File: config.mk
export PLATFORM = sky130hd
export DESIGN_NAME = tick_task_scheduler
export DESIGN_NICKNAME = d
export VERILOG_FILES = /design/src/rtl/tts_pkg.sv /design/src/rtl/tts_front.sv /design/src/rtl/tts_back.sv /design/src/rtl/tick_task_scheduler.sv
export SDC_FILE = /design/constraint.sdc
export NUM_CORES = 1
export LEC_CHECK = 0
export ABC_CLOCK_PERIOD_IN_PS = 6700
export BUFFER_PORTS_ARGS = -buffer_cell sky130_fd_sc_hd__buf_2
export CORE_MARGIN = 4
export CORE_UTILIZATION = 35
export CTS_BUF_LIST = sky130_fd_sc_hd__clkbuf_4 sky130_fd_sc_hd__clkbuf_8
export DETAILED_ROUTE_END_ITERATION = 10
export GPL_ROUTABILITY_DRIVEN = 0
export PLACE_DENSITY = 0.56
export SYNTH_ARGS = -nofsm -noshare
export SYNTH_HDL_FRONTEND = slang
export SYNTH_HIERARCHICAL = 1
export SYNTH_SLANG_ARGS = --single-unit
File: constraint.sdc
create_clock -name clk -period 6.7 [get_ports clk]
set_input_delay 0.335 -clock clk [delete_from_list [all_inputs] [get_ports clk]]
set_output_delay 0.335 -clock clk [all_outputs]
set_load 0.02 [all_outputs]
File: src/rtl/tts_pkg.sv
// Shared types, codes and defaults of the tick task scheduler.
`default_nettype none

package tts_pkg;

	localparam int MAX_TASKS_DEF = 16;
	localparam int QUEUE_DEPTH = 2;

	localparam logic [2:0] ACT_CLEAR    = 3'd0;
	localparam logic [2:0] ACT_ADD      = 3'd1;
	localparam logic [2:0] ACT_TICK     = 3'd2;
	localparam logic [2:0] ACT_DISPATCH = 3'd3;
	localparam logic [2:0] ACT_DELETE   = 3'd4;

	localparam logic [2:0] OP_CLEAR    = 3'd0;
	localparam logic [2:0] OP_ADD      = 3'd1;
	localparam logic [2:0] OP_TICK     = 3'd2;
	localparam logic [2:0] OP_DISPATCH = 3'd3;
	localparam logic [2:0] OP_DELETE   = 3'd4;
	localparam logic [2:0] OP_NOP      = 3'd5;

	localparam logic [1:0] ST_OK        = 2'd0;
	localparam logic [1:0] ST_FULL      = 2'd1;
	localparam logic [1:0] ST_BAD_INDEX = 2'd2;

	localparam logic KIND_ACK = 1'b0;
	localparam logic KIND_RUN = 1'b1;

	localparam logic [7:0] PENDING_MAX = 8'hFF;

	typedef struct packed {
		logic [2:0]  action;
		logic [7:0]  task_handle;
		logic [31:0] start_delay;
		logic [31:0] repeat_period;
		logic [3:0]  slot_index;
	} cmd_t;

	typedef struct packed {
		logic       kind;
		logic [7:0] run_handle;
		logic [1:0] status;
		logic       last_of_run;
	} result_t;

	typedef struct packed {
		logic [2:0]  op;
		logic [7:0]  task_handle;
		logic [31:0] start_delay;
		logic [31:0] repeat_period;
		logic [3:0]  slot_index;
	} q_item_t;

	typedef struct packed {
		logic valid;
		logic pop;
	} q_ctrl_t;

	typedef struct packed {
		logic [7:0]  handle;
		logic [31:0] countdown;
		logic [31:0] period;
		logic [7:0]  pending;
	} entry_t;

endpackage

`default_nettype wire

File: src/rtl/tts_front.sv
// Front end: accepts command words, classifies the action and queues them.
`default_nettype none

module tts_front (
	input  wire logic             clk,
	input  wire logic             arst_n,
	input  wire logic             start,
	input  wire tts_pkg::cmd_t    cmd,
	output logic                  busy,
	input  wire logic             q_pop,
	output logic                  q_valid,
	output tts_pkg::q_item_t      q_item
);
	import tts_pkg::*;

	q_item_t    slots_q [QUEUE_DEPTH];
	logic       wr_ptr_q;
	logic       rd_ptr_q;
	logic [1:0] fill_q;
	logic       push;
	logic       pop;
	logic [2:0] op_c;

	always_comb begin
		unique case (cmd.action)
			ACT_CLEAR:    op_c = OP_CLEAR;
			ACT_ADD:      op_c = OP_ADD;
			ACT_TICK:     op_c = OP_TICK;
			ACT_DISPATCH: op_c = OP_DISPATCH;
			ACT_DELETE:   op_c = OP_DELETE;
			default:      op_c = OP_NOP;
		endcase
	end

	assign busy    = (fill_q == 2'(QUEUE_DEPTH));
	assign push    = start && !busy;
	assign q_valid = (fill_q != 2'd0);
	assign pop     = q_pop && q_valid;
	assign q_item  = slots_q[rd_ptr_q];

	always_ff @(posedge clk) begin
		if (push) begin
			slots_q[wr_ptr_q] <= '{op: op_c, task_handle: cmd.task_handle,
				start_delay: cmd.start_delay, repeat_period: cmd.repeat_period,
				slot_index: cmd.slot_index};
		end
	end

	always_ff @(posedge clk or negedge arst_n) begin
		if (!arst_n) begin
			wr_ptr_q <= 1'b0;
			rd_ptr_q <= 1'b0;
			fill_q   <= 2'd0;
		end else begin
			if (push) wr_ptr_q <= !wr_ptr_q;
			if (pop) rd_ptr_q <= !rd_ptr_q;
			if (push && !pop) fill_q <= fill_q + 2'd1;
			else if (pop && !push) fill_q <= fill_q - 2'd1;
		end
	end

	a_fill_bound: assert property (@(posedge clk) disable iff (!arst_n)
		fill_q <= 2'(QUEUE_DEPTH))
		else $error("queue fill count out of range");

	a_pop_nonempty: assert property (@(posedge clk) disable iff (!arst_n)
		q_pop |-> q_valid)
		else $error("pop from an empty queue");

	a_busy_full: assert property (@(posedge clk) disable iff (!arst_n)
		(busy && !q_pop) |=> busy)
		else $error("queue lost a word without a pop");

endmodule

`default_nettype wire

File: src/rtl/tts_back.sv
// Back end: owns the task table memory and walks it to execute queued commands.
`default_nettype none

module tts_back #(
	parameter int MAX_TASKS = tts_pkg::MAX_TASKS_DEF
) (
	input  wire logic             clk,
	input  wire logic             arst_n,
	input  wire logic             q_valid,
	input  wire tts_pkg::q_item_t q_item,
	output logic                  q_pop,
	output logic                  strobe,
	output tts_pkg::result_t      result
);
	import tts_pkg::*;

	localparam int AW = (MAX_TASKS > 1) ? $clog2(MAX_TASKS) : 1;
	localparam int CW = $clog2(MAX_TASKS + 1);

	localparam logic ST_IDLE = 1'b0;
	localparam logic ST_WALK = 1'b1;

	entry_t         mem [MAX_TASKS];
	logic           state_q;
	logic [2:0]     op_q;
	logic [CW-1:0]  count_q;
	logic [CW-1:0]  ptr_q;
	logic           vld_s1;
	logic [AW-1:0]  addr_s1;
	entry_t         rdata_s1;
	logic           held_vld_q;
	logic [7:0]     held_handle_q;
	logic           strobe_q;
	result_t        res_q;

	logic           we_c;
	logic [AW-1:0]  waddr_c;
	entry_t         wdata_c;
	logic           issue_c;
	logic           emit_c;
	result_t        res_c;
	q_ctrl_t        qc;

	assign qc.valid = q_valid;
	assign qc.pop   = (state_q == ST_IDLE) && qc.valid;
	assign q_pop    = qc.pop;
	assign issue_c  = (state_q == ST_WALK) && (ptr_q < count_q);
	assign strobe   = strobe_q;
	assign result   = res_q;

	always_comb begin
		we_c    = 1'b0;
		waddr_c = count_q[AW-1:0];
		wdata_c = '{handle: q_item.task_handle, countdown: q_item.start_delay,
			period: q_item.repeat_period, pending: 8'd0};
		emit_c  = 1'b0;
		res_c   = '{kind: KIND_ACK, run_handle: 8'd0, status: ST_OK, last_of_run: 1'b1};
		if (qc.pop) begin
			unique case (q_item.op)
				OP_ADD: begin
					emit_c = 1'b1;
					if (count_q == CW'(MAX_TASKS)) res_c.status = ST_FULL;
					else we_c = 1'b1;
				end
				OP_DELETE: begin
					if (8'(q_item.slot_index) >= 8'(count_q)) begin
						emit_c       = 1'b1;
						res_c.status = ST_BAD_INDEX;
					end
				end
				OP_TICK, OP_DISPATCH: ;
				default: emit_c = 1'b1;
			endcase
		end else if (state_q == ST_WALK) begin
			if (vld_s1) begin
				waddr_c = addr_s1;
				wdata_c = rdata_s1;
				unique case (op_q)
					OP_TICK: begin
						we_c = 1'b1;
						if (rdata_s1.countdown != 32'd0) begin
							wdata_c.countdown = rdata_s1.countdown - 32'd1;
						end else begin
							wdata_c.countdown = rdata_s1.period;
							if (rdata_s1.pending != PENDING_MAX) begin
								wdata_c.pending = rdata_s1.pending + 8'd1;
							end
						end
					end
					OP_DISPATCH: begin
						if (rdata_s1.pending != 8'd0) begin
							we_c            = 1'b1;
							wdata_c.pending = rdata_s1.pending - 8'd1;
							if (held_vld_q) begin
								emit_c = 1'b1;
								res_c  = '{kind: KIND_RUN, run_handle: held_handle_q,
									status: ST_OK, last_of_run: 1'b0};
							end
						end
					end
					default: begin
						we_c    = 1'b1;
						waddr_c = addr_s1 - AW'(1);
					end
				endcase
			end else if (!issue_c) begin
				emit_c = 1'b1;
				if (op_q == OP_DISPATCH && held_vld_q) begin
					res_c = '{kind: KIND_RUN, run_handle: held_handle_q,
						status: ST_OK, last_of_run: 1'b1};
				end
			end
		end
	end

	always_ff @(posedge clk) begin
		if (we_c) mem[waddr_c] <= wdata_c;
		rdata_s1 <= mem[ptr_q[AW-1:0]];
		addr_s1  <= ptr_q[AW-1:0];
		res_q    <= res_c;
		if (state_q == ST_WALK && vld_s1 && op_q == OP_DISPATCH
			&& rdata_s1.pending != 8'd0) begin
			held_handle_q <= rdata_s1.handle;
		end
	end

	always_ff @(posedge clk or negedge arst_n) begin
		if (!arst_n) begin
			state_q    <= ST_IDLE;
			op_q       <= OP_NOP;
			count_q    <= '0;
			ptr_q      <= '0;
			vld_s1     <= 1'b0;
			held_vld_q <= 1'b0;
			strobe_q   <= 1'b0;
		end else begin
			strobe_q <= emit_c;
			vld_s1   <= issue_c;
			if (issue_c) ptr_q <= ptr_q + CW'(1);
			if (qc.pop) begin
				op_q       <= q_item.op;
				held_vld_q <= 1'b0;
				unique case (q_item.op)
					OP_CLEAR: count_q <= '0;
					OP_ADD: begin
						if (count_q != CW'(MAX_TASKS)) count_q <= count_q + CW'(1);
					end
					OP_TICK, OP_DISPATCH: begin
						ptr_q   <= '0;
						state_q <= ST_WALK;
					end
					OP_DELETE: begin
						if (8'(q_item.slot_index) < 8'(count_q)) begin
							ptr_q   <= CW'(q_item.slot_index) + CW'(1);
							state_q <= ST_WALK;
						end
					end
					default: ;
				endcase
			end else if (state_q == ST_WALK) begin
				if (vld_s1 && op_q == OP_DISPATCH && rdata_s1.pending != 8'd0) begin
					held_vld_q <= 1'b1;
				end
				if (!vld_s1 && !issue_c) begin
					state_q <= ST_IDLE;
					if (op_q == OP_DELETE) count_q <= count_q - CW'(1);
				end
			end
		end
	end

	a_count_bound: assert property (@(posedge clk) disable iff (!arst_n)
		count_q <= CW'(MAX_TASKS))
		else $error("task count beyond table size");

	a_ack_is_last: assert property (@(posedge clk) disable iff (!arst_n)
		(strobe_q && res_q.kind == KIND_ACK) |-> res_q.last_of_run)
		else $error("acknowledge not marked as final word");

	a_run_ok: assert property (@(posedge clk) disable iff (!arst_n)
		(strobe_q && res_q.kind == KIND_RUN) |-> (res_q.status == ST_OK))
		else $error("run word carries an error status");

	a_stage_in_walk: assert property (@(posedge clk) disable iff (!arst_n)
		vld_s1 |-> (state_q == ST_WALK))
		else $error("table read in flight outside a walk");

endmodule

`default_nettype wire

File: src/rtl/tick_task_scheduler.sv
// Top level of the tick task scheduler: command queue front end and table back end.
//
// Channel   Direction  Handshake                 Payload
// command   in         start high, busy low      cmd    (tts_pkg::cmd_t)
// result    out        strobe high, one cycle    result (tts_pkg::result_t)
//
// Clear, add, an unknown action and a rejected delete are handled as they are dequeued.
// Tick and dispatch dequeue, then walk the table, reading each entry through the read
// port and writing its update back through the write port.
// Delete at index i dequeues, then shifts the entries after i down by one place.
// The two-word command queue lets commands arrive while the back end walks; busy means full.
// Reset is asynchronous and empties the table; the receiver cannot stall results.
`default_nettype none

module tick_task_scheduler #(
	parameter int MAX_TASKS = tts_pkg::MAX_TASKS_DEF
) (
	input  wire logic              clk,
	input  wire logic              arst_n,
	input  wire logic              start,
	input  wire tts_pkg::cmd_t     cmd,
	output logic                   busy,
	output logic                   strobe,
	output tts_pkg::result_t       result
);
	import tts_pkg::*;

	logic    q_pop;
	logic    q_valid;
	q_item_t q_item;

	tts_front u_front (
		.clk     (clk),
		.arst_n  (arst_n),
		.start   (start),
		.cmd     (cmd),
		.busy    (busy),
		.q_pop   (q_pop),
		.q_valid (q_valid),
		.q_item  (q_item)
	);

	tts_back #(
		.MAX_TASKS (MAX_TASKS)
	) u_back (
		.clk     (clk),
		.arst_n  (arst_n),
		.q_valid (q_valid),
		.q_item  (q_item),
		.q_pop   (q_pop),
		.strobe  (strobe),
		.result  (result)
	);

endmodule

`default_nettype wire

# After elaboration in Yosys (flattened, before gate mapping)
# Memories as Yosys holds them, arrays and structs flattened. A register that Yosys moved wholly into a read port is not among the register bits.
# Index checks and enable logic that the tools add are counted.
# classes
add_sub_neg,10
multipliers,0
div_mod_pow,0
n_lt_le_gt_ge,3
eq_ne,19
n_shift,0
muxes,65
bitwise_logic,1
n_reduce_logical,36
# ops
cell,count
2-to-1 mux 80 bit,3
2-to-1 mux 12 bit,6
2-to-1 mux 32 bit,2
2-to-1 mux 5 bit,8
nonzero test 32 bit,1
"subtractor 32 x 1 -> 32 bit, second input constant",1
2-to-1 mux 1 bit,27
2-to-1 mux 8 bit,3
case mux 5 bit (2 select lines),2
"== test 3 x 2 -> 1 bit, second input constant",6
2-to-1 mux 4 bit,4
case mux 8 bit (2 select lines),1
case mux 3 bit (5 select lines),1
logical AND 1 bit,13
nonzero test 2 bit,6
"adder 5 x 1 -> 5 bit, second input constant",2
"== test 3 bit, second input constant",3
"adder 8 x 1 -> 8 bit, second input constant",1
2-to-1 mux 2 bit,4
"inequality test 8 bit, second input constant",1
nonzero test 8 bit,1
"subtractor 8 x 1 -> 8 bit, second input constant",1
logical NOT 1 bit,7
"== test 3 x 1 -> 1 bit, second input constant",2
other kinds (21),28
# totals
ff_bits,45
latchBits,0
ramBits,1438
rom_bits,0
input_bits,82
output_inout_bits,14
wordCells,152
memories,2
# mem_list
memory,words,word_bits,rd,rd_ports_with_merged_regs,wr,line,rtl
u_back.mem,16,80,1,1,1,tts_back.sv:23,entry_t mem [MAX_TASKS];
u_front.slots_q,2,79,1,0,1,tts_front.sv:16,q_item_t slots_q [QUEUE_DEPTH];

# Logic depth before layout (Yosys ltp)
# Gate-level depths: netlist of run 1.
# depth
depth_word,8
mapped_depth,11

# By module
# The synthesis of run 1 kept the hierarchy.
# modules_own_cells
module,instances,cells_per_inst,area_each_um2,seq_area_each_um2
tts_back,1,2552,53969.3,41026.8
tts_front,1,268,6319.8,4844.6

# Least setup slack after synthesis of run 1
# OpenSTA, ideal clock, no wires.
# synth_timing
path_kind,register to register
startpoint,register u_front.rd_ptr_q
endpoint,"memory u_back/mem[12][0] in the netlist's numbering, enable pin"
setup_time_ns,0.519
arrival_ns,5.127
required_time_ns,6.181
path_slack_ns,1.054
path_stages_with_launch,11
n_path_buf,3
period_less_slack_ns,5.646
path_cell_list,dfrtp_1 -> buf_6 -> buf_12 -> mux2_4 -> nor2_1 -> and2_1 -> clkbuf_1 -> a31oi_1 -> nor2b_1 -> nand2_1 -> nor2_1
# synth_lines
item,line,rtl
from (decl),tts_front.sv:18,logic rd_ptr_q;
from (signal assigned),tts_front.sv:56,if (pop) rd_ptr_q <= !rd_ptr_q;
to (decl),tts_back.sv:23,

==> results.md, run 1 <==
- EDFF count, synth: 1,446
- Die ar.: 179,000 um^2
- Hold path start: cmd[51]
- Root buffer cell: clkbuf_8
- Clock-pin slew on the worst setup and hold paths: 0.06 ns
- Synth unique cells: 75
- Hold WC Path Type: in -> reg
- Hold WS: 0.100 ns
- Fin. Hold Viols: 0
- Share of layout cells above drive strength 1: 33.5%
- Reg area: 45,900 um^2
- Hpwl dp: 83,200 um
- Tcrit/Tclk final: 59.6%
- Initial DRC Count: 2,849
- Max-Slew Margin vs Limit: 13.3%
- Slew @ Worst Pin: 1.29 ns
- Initial antenna violation count: 2
- Total Wirelength: 148,000 um
- Final instance area: 70,100 um^2
- CTS tree: yes
- Reg2reg end: u_back/mem[12][22]
- PostCTS Resize Cnt: 0
- Worst reg2reg setup slack: 2.71 ns
- Via density: 5.20
- Setup-failing EPs final: 0
- Initial Util: 35.2%
- Syn nets: 2,919
- FFs w/ async S/R, synth: 1.34%
- Max IR drop VDD: 0.265 mV
- Die Y: 423 um
- Sw Share: 29.6%
- Synth top area cells: edfxtp_1 72%, mux4_2 15%, dfxtp_1 3.2%
- Die width: 423 um
- Commonest cells post-synth: 1,446 x edfxtp_1, 400 x mux4_2, 191 x nand2_1, 100 x clkbuf_1, 96 x dfxtp_1
- Sequential share of power: 47.0%
- Post-layout min period: 3.99 ns
- Leak pwr: 22.6 nW
- Filler cell count: 15,096
- Final clock skew: 0.0869 ns
- P_int: 20.5 mW
- Area of the multi-input gates: 13,800 um^2
- TritonCTS buffer count: 274
- Most frequent cell after synthesis: edfxtp_1
- Share of the synthesized area in the top cell type: 72.0%
- Clock Power Share: 29.0%
- Ys Warns: 6
- Placed inst area: 63,900 um^2
- Top cell type by total area after synthesis: edfxtp_1
- Clock latency on the worst-skew pair: 0.98 ns
- Req. time, crit path: 7.26 ns
- WHS Endpoint: u_front/slots_q[1][51]
- Clock Tree Buf Depth: 4
- Row Count: 152
- RSZ-0062 raised after global routing: false
- Avg WL per Cell: 25.8 um
- I/O Pins: 96
- Slew Limit Fails: 0
- Largest net degree at the start of global routing: 105
- Setup bufs post-CTS: 0
- Cells after Synth: 2,820
- Clock Sinks: 1,563
- Status: completed
- Global route total overflow: 0
- Hold Crit Depth: 2
- Mapped cell area: 60,300 um^2
- Drt first pass iters: 5
- Area grow syn2layout: 16.2%
- Core box area: 171,000 um^2
- Logic gate share of total power: 24.0%
- GRT Total Usage: 16.5%
- Via Count: 29,772
- Net Switching: 8.63 mW
- Crit path capture type: flop
- Antenna Nets Post-Route: 0
- Worst reg2reg path depth: 8
- Critical setup path kind: reg -> reg
- Max Clk Rate: 250 MHz
- Detailed-route DRC error count: 0
- Syn Area/Cell: 21.4 um^2
- Crit path max fanout: 24
- Post-synthesis sequential area ratio: 76.1%
- Port Buffers: 95
- P per Cell Area: 415 nW/um^2
- Worst Setup Start Kind: flop
- Htree depth: 5
- Vias in the first global route: 30,742
- Flops & latches, synth: 1,563
- Global-route wire length before repair: 217,000 um
- RR Startpoint: u_front/rd_ptr_q
- Maxcap violations: 0
- Top_reg_cell synth: edfxtp_1
- Setup TNS Final: 0 ns
- Nets: 3,325
- WP data arrival: 4.56 ns
==> registers in the layout, summed over array words and instances (netlist names) <==
signal                count
u_back/mem             1280
u_front/slots_q         158
u_back/rdata_s1          80
u_back/result            12
u_back/held_handle_q      8
u_back/count_q            5
u_back/ptr_q              5
u_back/addr_s1            4
u_back/op_q               3
u_front/fill_q            2
u_back/held_vld_q         1
u_back/state_q            1
u_back/strobe             1
u_back/vld_s1             1
u_front/rd_ptr_q          1
u_front/wr_ptr_q          1
==> cell families after synthesis <==
family          Yosys count  share of synthesized area (%)
fa+ha+maj                17                          0.353
simple gates            397                           3.09
buf+inv                 168                           1.30
mux                     488                           17.1
flops                  1563                           76.1
xor+xnor                 20                          0.291
compound gates          167                           1.82
==> critical path, cell delays in order (launching register included) <==
cell     delay [ns]
dfrtp_4        0.74
mux2_4         0.37
nor2_1         0.13
and2_1         0.28
a31oi_1        0.18
nor2b_1        0.20
nand2_1        0.26
nor2_4         0.83
buf_4          0.60
==> layer usage <==
metal | routed length, um | part of all wire, % | global-route usage, % | vias to the layer above
met4 | 3630 | 2.5 | 4.96 | 0
met1 | 65800 | 45 | 23.6 | 15935
met2 | 69900 | 47 | 25.7 | 1029
li1 | - | - | - | 12553
met3 | 8340 | 5.6 | 3.09 | 255
met5 | 0 | 0 | 0 | -
==> layout by cell type (no fill, tap or decap), drive strengths merged, types with 6 or more instances in the layout <==
| cell | instances |
|---|---|
| clkinv | 56 |
| buf | 180 |
| mux2 | 82 |
| a21oi | 29 |
| dfxtp | 96 |
| nor4 | 16 |
| and2 | 12 |
| ha | 17 |
| nor2 | 64 |
| and3 | 9 |
| xnor2 | 11 |
| mux4 | 400 |
| edfxtp | 1446 |
| dlygate4sd3 | 93 |
| o21ai | 46 |
| o22ai | 6 |
| clkbuf | 404 |
| mux2i | 6 |
| dfrtp | 19 |
| or4 | 9 |
| nand2 | 193 |
| nor3 | 30 |
| inv | 26 |
| a31oi | 20 |
| nand3 | 25 |
| xor2 | 9 |
| a211oi | 6 |
| nand4 | 17 |
==> cell type report <==
cell class | count | area share (%)
sequential | 1563 | 65.5
multi-input combinational | 1089 | 19.7
clock buffer | 403 | 6.99
tap | 2310 | 4.12
timing repair buffer | 274 | 3.09
clock inverter | 62 | 0.487
inverter | 24 | 0.129
antenna | 5 | 0.0179
==> stage by stage <==
| stage | setup WS [ns] | utilization (%) | power, mW | std cells |
|---|---|---|---|---|
| after global placement | 2.68 | 37.3 | 20.9 | 5166 |
| after floorplan | 1.05 | - | 18.4 | 2820 |
| after global routing | 2.48 | 40.9 | 30.5 | 5729 |
| after detailed placement | 2.72 | 37.3 | 20.9 | 5166 |
| after CTS | 2.69 | 40.9 | 29.5 | 5724 |
| final | 2.71 | 40.9 | 29.1 | 5730 |
==> how the worst max path moves through the flow <==
stage                     startpoint            endpoint  cells past startpoint
floorplan           u_front/rd_ptr_q   u_back/mem[12][0]                     10
CTS                 u_front/rd_ptr_q   u_back/mem[12][2]                      8
finish              u_front/rd_ptr_q  u_back/mem[12][22]                      8
detailed placement  u_front/rd_ptr_q  u_back/mem[12][24]                      8
global route        u_front/rd_ptr_q   u_back/mem[12][2]                      8
global placement    u_front/rd_ptr_q  u_back/mem[12][48]                      8
==> power by group through the flow <==
stage / Clock [mW] / Sequential, mW / Combinational, mW
finish: 8.44 / 13.7 / 6.99
global route: 9.21 / 13.8 / 7.57
CTS: 8.70 / 13.7 / 7.14
detailed placement: 0 / 13.9 / 7.08
global placement: 0 / 13.8 / 7.03
floorplan: 0 / 13.3 / 5.12
==> repair_timing <==
action	4_1_cts	5_1_grt
hold buffers	93	0
hold endpoints to repair	180	0
endpoints found under the setup margin	0	0
Power figures use the tool's default switching activity.
==> run 2, diff against run 1 <==
- ABC_CLOCK_PERIOD_IN_PS: 6700 -> 3700
- clock period: 6.7 -> 3.7 ns (I/O delays scaled with it)
==> results.md, run 2 (synthesized netlist as in run 1, its figures left out) <==
- Status: completed
- Slew @ Worst Pin: 1.27 ns (-0.0252 ns)
- Pwr Total: 53.5 mW (+84%)
- Clock latency on the worst-skew pair: 0.97 ns (about the same)
- Core box area: 171,000 um^2 (unchanged)
- Crit path max fanout: 16 (-33%)
- Tcrit/Tclk final: 92.9% (+33 points)
- Max-Slew Margin vs Limit: 15.0% (+1.7 points)
- Initial antenna violation count: 7 (+5)
- RSZ-0062 raised after global routing: false
- Post-layout util: 41.8% (+0.90 points)
- Total Wirelength: 150,000 um (+1.4%)
- CP top delay family: simple AND/OR/NAND/NOR gates
- Max FFs per register: 1,280 (unchanged)
- Post-placement cell count: 5,202 (+0.70%)
- Most frequent cells in the layout: 1,446 x edfxtp_1, 400 x mux4_2, 302 x clkbuf_8
- Regs by FF count: u_back/mem: 1280 flops, u_front/slots_q: 158 flops, u_back/rdata_s1: 80 flops
- Most flops, register: u_back/mem
- Area grow syn2layout: 18.8%
- Die width: 423 um (unchanged)
- P per Cell Area: 747 nW/um^2 (+80%)
- Share of layout cells above drive strength 1: 33.5% (-0.043 points)
- Initial Util: 35.2% (unchanged)
- Max Clk Rate: 291 MHz (+16%)
- Root buffer cell: clkbuf_8
- Critical-path top delay cell: o21ai_1
- Drt first pass iters: 7 (+2)
- Hpwl dp: 85,500 um (+2.8%)
- Post-Layout Cell Count: 5,844 (+2.0%)
- Leak pwr: 23.2 nW (+2.7%)
- Htree depth: 5 (unchanged)
- Max IR drop VDD: 0.364 mV (+38%)
- Post-layout min period: 3.44 ns (-0.555 ns)
- Nets: 3,434 (+3.3%)
- WP data arrival: 4.03 ns (-0.53 ns)
- Clock Sinks: 1,563 (unchanged)
- Clock Tree Buf Depth: 4 (unchanged)
- Largest net degree at the start of global routing: 91 (-13%)
- Critical setup path kind: reg -> reg
- Worst stage delay on the critical path: 0.84 ns (about the same)
- Via Count: 30,005 (+0.78%)
- I/O Pins: 96 (unchanged)
- Crit path buffers/inverters: 2 (+1)
- Antenna Nets Post-Route: 0 (unchanged)
- Setup-failing EPs final: 0 (unchanged)
- Global route total overflow: 0 (unchanged)
- Req. time, crit path: 4.29 ns (-2.97 ns)
- Setup bufs post-CTS: 0 (unchanged)
- Crit path capture type: flop
- CTS tree: yes
- Final clock skew: 0.0569 ns (-0.0300 ns)
- Worst path cell trace: inv_1 > ha_1 > nor4b_1 > buf_4 > nand4_1 > or4_1 > nor3_1 > mux2i_1 > o21ai_1
- Worst Setup Start Kind: flop
- Port Buffers: 95 (unchanged)
- Avg WL per Cell: 25.6 um (-0.62%)
- Row Count: 152 (unchanged)
- Via density: 5.13 (-1.2%)
- Maxcap violations: 0 (unchanged)
- Global-route wire length before repair: 220,000 um (+1.3%)
- Vias in the first global route: 31,604 (+2.8%)
- Commonest non-fill, non-tap cell in the layout: edfxtp_1
- Die Y: 423 um (unchanged)
- Clock-pin slew on the worst setup and hold paths: 0.06 ns (about the same)
- Initial DRC Count: 2,589 (-9.1%)
- TritonCTS buffer count: 280 (+2.2%)
- Die ar.: 179,000 um^2 (unchanged)
- GRT Total Usage: 16.7% (+0.26 points)
- Hold WC Path Type: in -> reg
- Detailed-route DRC error count: 0 (unchanged)
- Slew Limit Fails: 0 (unchanged)
- Fin. Hold Viols: 0 (unchanged)
[run 2: area by class of cell]
cell class                      count  area, um^2
Fill cell                       14945       99700
Multi-Input combinational cell   1089       13800
Antenna cell                        4        10.0
Timing Repair Buffer              377        3590
Tap cell                         2310        2890
Sequential cell                  1563       45900
Clock inverter                     75         437
Clock buffer                      402        4910
Inverter                           24        90.1
[run 2: per-stage QoR]
stage                     TNS, ns  worst slack [ns]  cell area (um^2)  hold slack, ns
after global routing            0            0.0493             71600          0.0577
after floorplan           -803.73            -0.647             60300          -0.111
after detailed placement        0             0.113             64700           0.202
final                           0             0.262             71600           0.105
after global placement          0             0.236             64700           0.203
after CTS                       0             0.122             71600          0.0300
[run 2: worst paths after layout]
check                                     from                 endpoint  slack (ns)  cells after the start
setup / recovery           u_back/rdata_s1[41]         u_back/mem[0][7]        0.26                      9
hold / removal                          cmd[0]    u_front/slots_q[0][0]        0.11                      2
setup reg to reg           u_back/rdata_s1[41]         u_back/mem[0][7]        0.26                      9
hold reg to reg            u_back/rdata_s1[74]  u_back/held_handle_q[2]        0.43                      0
max in group asynchronous               arst_n         u_front/rd_ptr_q        1.65                      4
min in group asynchronous               arst_n           u_back/op_q[0]        0.40                      3
[run 2: repair_timing]
action / 4_1_cts / 5_1_grt
hold buffers: 160 / 0
setup endpoints to repair: 0 / 48
endpoints found under the hold margin: 223 / 0
gates resized for setup: 0 / 3
[run 2: metal layers]
metal  share of wire, %  vias to the layer above  global-route usage [%]
met1                 43                    16021                    23.1
met4                2.6                        0                    5.30
met2                 49                      941                    27.4
met5                  0                        -                       0
met3                4.9                      274                    2.56
li1                   -                    12769                       -
[run 2: worst reg2reg max path, cell delays in order (launching register included)]
cell and delay [ns]:
dfxtp_1 0.34, inv_1 0.10, ha_1 0.19, nor4b_1 0.25, buf_4 0.19, nand4_1 0.17, or4_1 0.63, nor3_1 0.28
mux2i_1 0.11, o21ai_1 0.84
[run 2: where the power goes]
group | internal (mW) | switching (mW) | leakage, nW
Combinational | 5.77 | 7.75 | 6.18
Sequential | 23.1 | 1.40 | 14.2
Clock | 8.75 | 6.71 | 2.85
